### src/rtl/plk_pkg.sv
// polyline length accumulator: shared constants and types
// no dependencies; imported by the output interface, the root unit and the top level
`timescale 1ns / 1ps
`default_nettype none

package plk_pkg;

  localparam int COORD_WIDTH_DEF = 24;
  localparam int SUM_WIDTH_DEF   = 48;
  localparam int LEN_OUT_W       = 48;
  localparam int CNT_OUT_W       = 32;

  // status of the iterative root unit
  typedef struct packed {
    logic busy;
    logic done;
  } sqrt_sts_t;

endpackage

`default_nettype wire

### src/rtl/plk_sqrt.sv
// digit-by-digit integer square root, one root bit per cycle
// depends on plk_pkg for the status struct
`timescale 1ns / 1ps
`default_nettype none

module plk_sqrt
  import plk_pkg::*;
#(
  parameter int RT_W = 25
) (
  input  wire logic              clk,
  input  wire logic              rst_n,
  input  wire logic              start,
  input  wire logic [2*RT_W-1:0] radicand,
  output      logic [RT_W-1:0]   root,
  output      sqrt_sts_t         sts
);

  localparam int RAD_W = 2 * RT_W;
  localparam int CNT_W = (RT_W > 1) ? $clog2(RT_W) : 1;
  localparam logic [CNT_W-1:0] LAST_IT = CNT_W'(RT_W - 1);

  logic [RAD_W-1:0] rad_r,  rad_nxt;
  logic [RT_W-1:0]  root_r, root_nxt;
  logic [RT_W+1:0]  rem_r,  rem_nxt;
  logic [CNT_W-1:0] cnt_r,  cnt_nxt;
  logic             busy_r, busy_nxt;
  logic             done_r, done_nxt;

  logic [RT_W+3:0]  rem_sh;
  logic [RT_W+3:0]  trial;
  logic [RT_W+3:0]  diff;

  assign rem_sh = {rem_r, rad_r[RAD_W-1 -: 2]};
  assign trial  = {2'b00, root_r, 2'b01};
  assign diff   = rem_sh - trial;

  always_comb begin
    rad_nxt  = rad_r;
    root_nxt = root_r;
    rem_nxt  = rem_r;
    cnt_nxt  = cnt_r;
    busy_nxt = busy_r;
    done_nxt = 1'b0;
    if (start) begin
      rad_nxt  = radicand;
      root_nxt = '0;
      rem_nxt  = '0;
      cnt_nxt  = LAST_IT;
      busy_nxt = 1'b1;
    end else if (busy_r) begin
      rad_nxt = {rad_r[RAD_W-3:0], 2'b00};
      if (rem_sh >= trial) begin
        rem_nxt  = diff[RT_W+1:0];
        root_nxt = {root_r[RT_W-2:0], 1'b1};
      end else begin
        rem_nxt  = rem_sh[RT_W+1:0];
        root_nxt = {root_r[RT_W-2:0], 1'b0};
      end
      cnt_nxt = cnt_r - 1'b1;
      if (cnt_r == '0) begin
        busy_nxt = 1'b0;
        done_nxt = 1'b1;
      end
    end
  end

  always_ff @(posedge clk) begin
    if (!rst_n) begin
      busy_r <= 1'b0;
      done_r <= 1'b0;
      cnt_r  <= '0;
    end else begin
      busy_r <= busy_nxt;
      done_r <= done_nxt;
      cnt_r  <= cnt_nxt;
    end
    rad_r  <= rad_nxt;
    root_r <= root_nxt;
    rem_r  <= rem_nxt;
  end

  assign root     = root_r;
  assign sts.busy = busy_r;
  assign sts.done = done_r;

endmodule

`default_nettype wire

### config.mk
export PLATFORM = sky130hd
export DESIGN_NAME = plk_sqrt
export DESIGN_NICKNAME = d
export VERILOG_FILES = /design/src/rtl/plk_pkg.sv /design/src/rtl/plk_sqrt.sv
export SDC_FILE = /design/constraint.sdc
export NUM_CORES = 1
export LEC_CHECK = 0
export ABC_AREA = 0
export BUFFER_PORTS_ARGS = -buffer_cell sky130_fd_sc_hd__buf_4
export CAP_MARGIN = 40
export CELL_PAD_IN_SITES_DETAIL_PLACEMENT = 0
export CELL_PAD_IN_SITES_GLOBAL_PLACEMENT = 1
export CORE_MARGIN = 2
export CORE_UTILIZATION = 40
export DETAILED_ROUTE_END_ITERATION = 10
export PLACE_DENSITY = 0.71
export SYNTH_ARGS = -nofsm -noshare
export SYNTH_HDL_FRONTEND = slang
export SYNTH_SLANG_ARGS = --single-unit
### constraint.sdc
create_clock -name clk -period 3.36 [get_ports clk]
set_input_delay 0.168 -clock clk [delete_from_list [all_inputs] [get_ports clk]]
set_output_delay 0.168 -clock clk [all_outputs]
set_load 0.005 [all_outputs]
# Word-level counts from Yosys, hierarchy flattened
# Index checks and enable logic that the tools add are counted.
# classes
mux	10
mul	0
reduce_logical	4
magnitude_cmp	1
div	0
eq_ne	0
n_bitwise	2
addsub	2
n_shift	0
# ops
cell	n
50-bit two-way mux	2
29-bit by 27-bit greater-or-equal comparator with 1-bit output	1
27-bit two-way mux	1
27-bit subtractor	1
5-bit two-way mux	2
5-bit zero test	1
1-bit two-way mux	5
5-bit by 1-bit subtractor with 5-bit output, second input constant	1
3-bit OR reduction	1
1-bit inverter	2
2-bit nonzero test	1
2-bit OR reduction	1
# totals
in_bits	53
output_inout_bits	27
rom_bits	0
ram_bits	0
reg_bits	109
latch_bits	0
n_memories	0

# Logic depth before layout (Yosys ltp)
# logic_depth
ltp_word	4
mapped_depth	13
ltp_nobuf	11

# Worst setup path before layout
# No wires, ideal clock.
# synth_path
kind	register to register
from	register root_r[2] (netlist: root[2])
to	register rem_r[5]
setup_slack_ns	0.729
path_stages_with_launch	12
setup_ns	0.091
arrival_time_ns	2.540
period_less_slack_ns	2.631
path_cell_list	dfxtp_1 > inv_1 > ha_1 > o21ai_1 > a211oi_2 > a22oi_2 > a2bb2oi_4 > a41oi_4 > o31a_1 > buf_6 > or3_1 > a311oi_1
# synth_between
elab_chain_cells	2
elab_cells_between_ends	3
cone_classes	add/sub (1); order compare (1); mux (1)
# synth_rtl
element	line_no	rtl
start, declared	plk_sqrt.sv:24	logic [RT_W-1:0] root_r, root_nxt;
start signal, assigned	plk_sqrt.sv:79	root_r <= root_nxt;
27-bit subtractor / 29-bit by 27-bit greater-or-equal comparator with 1-bit output (equally long branches)	plk_sqrt.sv:36, plk_sqrt.sv:53	
27-bit two-way mux (*)	plk_sqrt.sv:53	if (rem_sh >= trial) begin
end signal, assigned	plk_sqrt.sv:80	rem_r <= rem_nxt;
end, declared	plk_sqrt.sv:25	logic [RT_W+1:0] rem_r, rem_nxt;
# Every way passes the cells marked *; elsewhere a longest branch is shown, timed or not.
# A chain may end at the register's enable or synchronous reset.

# Final worst setup path
# Ends and elaborated chain as after synthesis.

==> reports/metrics.cfg <==
[critical_path]
reg2reg_slack_ns=0.42
crit_fanout=28
cp.required_ns=3.62
startpoint_type=flip-flop
critPathCaptureType=flip-flop
critPathKind=flip-flop to flip-flop
crit_end=rem_r[5]
r2r_cells=11
worstPathArrival_ns=3.20
r2r-start=root[2]
r2r-end=rem_r[5]
startpoint=root[2]

[run]
maxCapViolCount=0

[sta]
timing.final.crit_share_pct=87.5
rsz0062_at_grt=false
hold_viol=0
fin_skew_ns=0.00767
slew_violations=0
fmax_mhz=340
tns_ns=0
min_period_ns=2.94
setup_violations=0
relSlewSlack_pct=58.8
worst_slack_ns=0.420
tightest_slew_ns=0.618
whs_ns=0.0694

[place]
io_buffer_count=79
dpl-instance-area_um2=6640
gp_congestion=0.862
place_ws_ns=0.455
dpl.hpwl_um=9110

[synth]
synth.top_cell.area_share_pct=25.5
syn_avg_cell_area_um2=10.3
async_flop_share_pct=0
ys_ff_latch=109
syn_area_um2=5880
synth_ff_type=dfxtp_1
synth_top_area_cell=edfxtp_1
synthTopCellsByCount=nor2_1, dfxtp_1, edfxtp_1, mux2_2, nand2_1
syn_inst=572
yosysSeqAreaShare_pct=45.6
synth_edf_count=50
synth_cell_types=58
syn_nets=654
synth_warnings=0
synthTopCellsByArea=edfxtp_1, dfxtp_1, mux2_2, ha_1, mux2i_1
yosysMostFrequentCell=nor2_1

[grt]
grt_max_degree=51
antenna_found_initial=0
grt_overflow_total=0
grt_pass1_wl_um=21000
grtUsageTotal_pct=16.2
grt_pass1_vias=4328

[power_and_ir_drop]
leakagePower_nw=2.75
finalPower_w=0.00453
power_density_nw_per_um2=654
vdd_drop_max_v=0.000419

[cts]
cts_tree=built
cts_resized=0
cts.path.max_buffers=2
cts-buffers-inserted=9
clk_latency_ns=0.35
clk_pin_slew_worst_paths_ns=0.08
htreeDepth=3
hold_buffers=0
cts_setup_buffers=0
clock-sinks=109
clk_root_buffer_cell=clkbuf_16

[route]
ant_nets=0
vias=4367
drc_errors=0
dr.first_iter.drc_count=197
via_per_inst=5.27
routedWlPerCell_um=15.2
first_pass_iters=4
finalWirelength_um=12600

[hold_path]
holdPathStages=2
min_from=rst_n
hold_path_class=input port to flip-flop

[run_status]
status=complete, no violations

[floorplanning]
io-pin-count=80
start_util_pct=40.7
die_height_um=125
die_w_um=125
dieArea_um2=15700
rows=44
core_um2=14400

[finish]
fillers=1387
final_area_um2=6930
antenna_cells=0
area_growth_pct=17.9
fin_nets=721
layout-drive-gt1-share_pct=25.0

placed cells by master (no fill, tap or decap), drive strengths merged, types with 2 or more instances in the layout:
cell / n
nor2b: 6
nand2b: 2
o211ai: 5
inv: 41
a311oi: 15
mux2i: 26
o31ai: 2
nor3: 7
o31a: 2
or3: 2
buf: 87
a31oi: 3
xnor2: 17
and3: 2
o21bai: 3
dfxtp: 59
clkbuf: 9
a21oi: 25
a21o: 12
ha: 29
clkinv: 3
a211oi: 11
mux2: 48
o21ai: 16
nor2: 65
a21boi: 3
and2: 2
o21a: 6
a32oi: 3
a211o: 2
xor2: 8
edfxtp: 50
and4: 2
nand4: 9
nand3: 3
nand2: 44
cell families (layout without fill, tap and decap cells):
| logic type | after synthesis | in the layout | share of synthesized area [%] |
|---|---|---|---|
| AO/OA/AOI/OAI | 118 | 118 | 14.9 |
| XOR/XNOR | 25 | 25 | 3.73 |
| adder cells (fa/ha/maj) | 29 | 29 | 6.17 |
| buffers and inverters | 68 | 140 | 4.70 |
| flip-flops | 109 | 109 | 45.6 |
| multiplexers | 74 | 74 | 13.6 |
| AND/OR/NAND/NOR | 149 | 149 | 11.2 |
per-layer routing:
layer	up-vias	global-route usage [%]	part of all wire (%)	wire (um)
met3	8	6.29	7.5	942
met1	2063	20.7	46	5760
met4	0	3.46	0.79	100
met2	103	26.2	46	5810
met5	-	0	0	0
li1	2193	-	-	-
how the worst min path moves through the flow:
stage / slack, ns / to
after floorplan: 0.30 / busy_r
after global placement: 0.43 / busy_r
after detailed placement: 0.43 / busy_r
after CTS: 0.05 / busy_r
after global routing: 0.07 / busy_r
final: 0.07 / busy_r
where the power goes:
part | total [W] | leakage, nW | internal, W | switching (W)
clock | 0.00104 | 0.144 | 0.000522 | 0.000518
combinational | 0.00186 | 1.62 | 0.000805 | 0.00106
sequential | 0.00163 | 0.985 | 0.00154 | 0.0000824
total | 0.00453 | 2.75 | 0.00287 | 0.00166
state kept, by name (all words and copies together), names as in the netlist:
| register | count |
|---|---|
| rem_r | 27 |
| busy_r | 1 |
| rad_r | 50 |
| root | 25 |
| cnt_r | 5 |
| done_r | 1 |
critical path, stage by stage, from the launching register on:
cell and delay (ns):
dfxtp_1 0.38, inv_1 0.06, ha_1 0.35, o21ai_1 0.12
a211oi_2 0.25, a22oi_2 0.16, a2bb2oi_4 0.21, a41oi_4 0.18
o31a_1 0.36, buf_12 0.18, or3_1 0.35, a311oi_1 0.25
cell type report:
class | count | area (um2) | share of cell area, %
repair buffers | 87 | 666 | 9.61
multi-input cells | 395 | 2920 | 42.1
flip-flops and latches | 109 | 2680 | 38.7
clock buffers | 9 | 225 | 3.25
inverters | 37 | 139 | 2.01
clock inverters | 7 | 65.1 | 0.939
well taps | 184 | 230 | 3.32
through the flow:
stage	instances	util, %
floorplan	572	-
global placement	812	46.0
detailed placement	812	46.0
CTS	828	48.0
global route	828	48.0
finish	828	48.0
No activity file was read; power rests on OpenSTA's default activity.
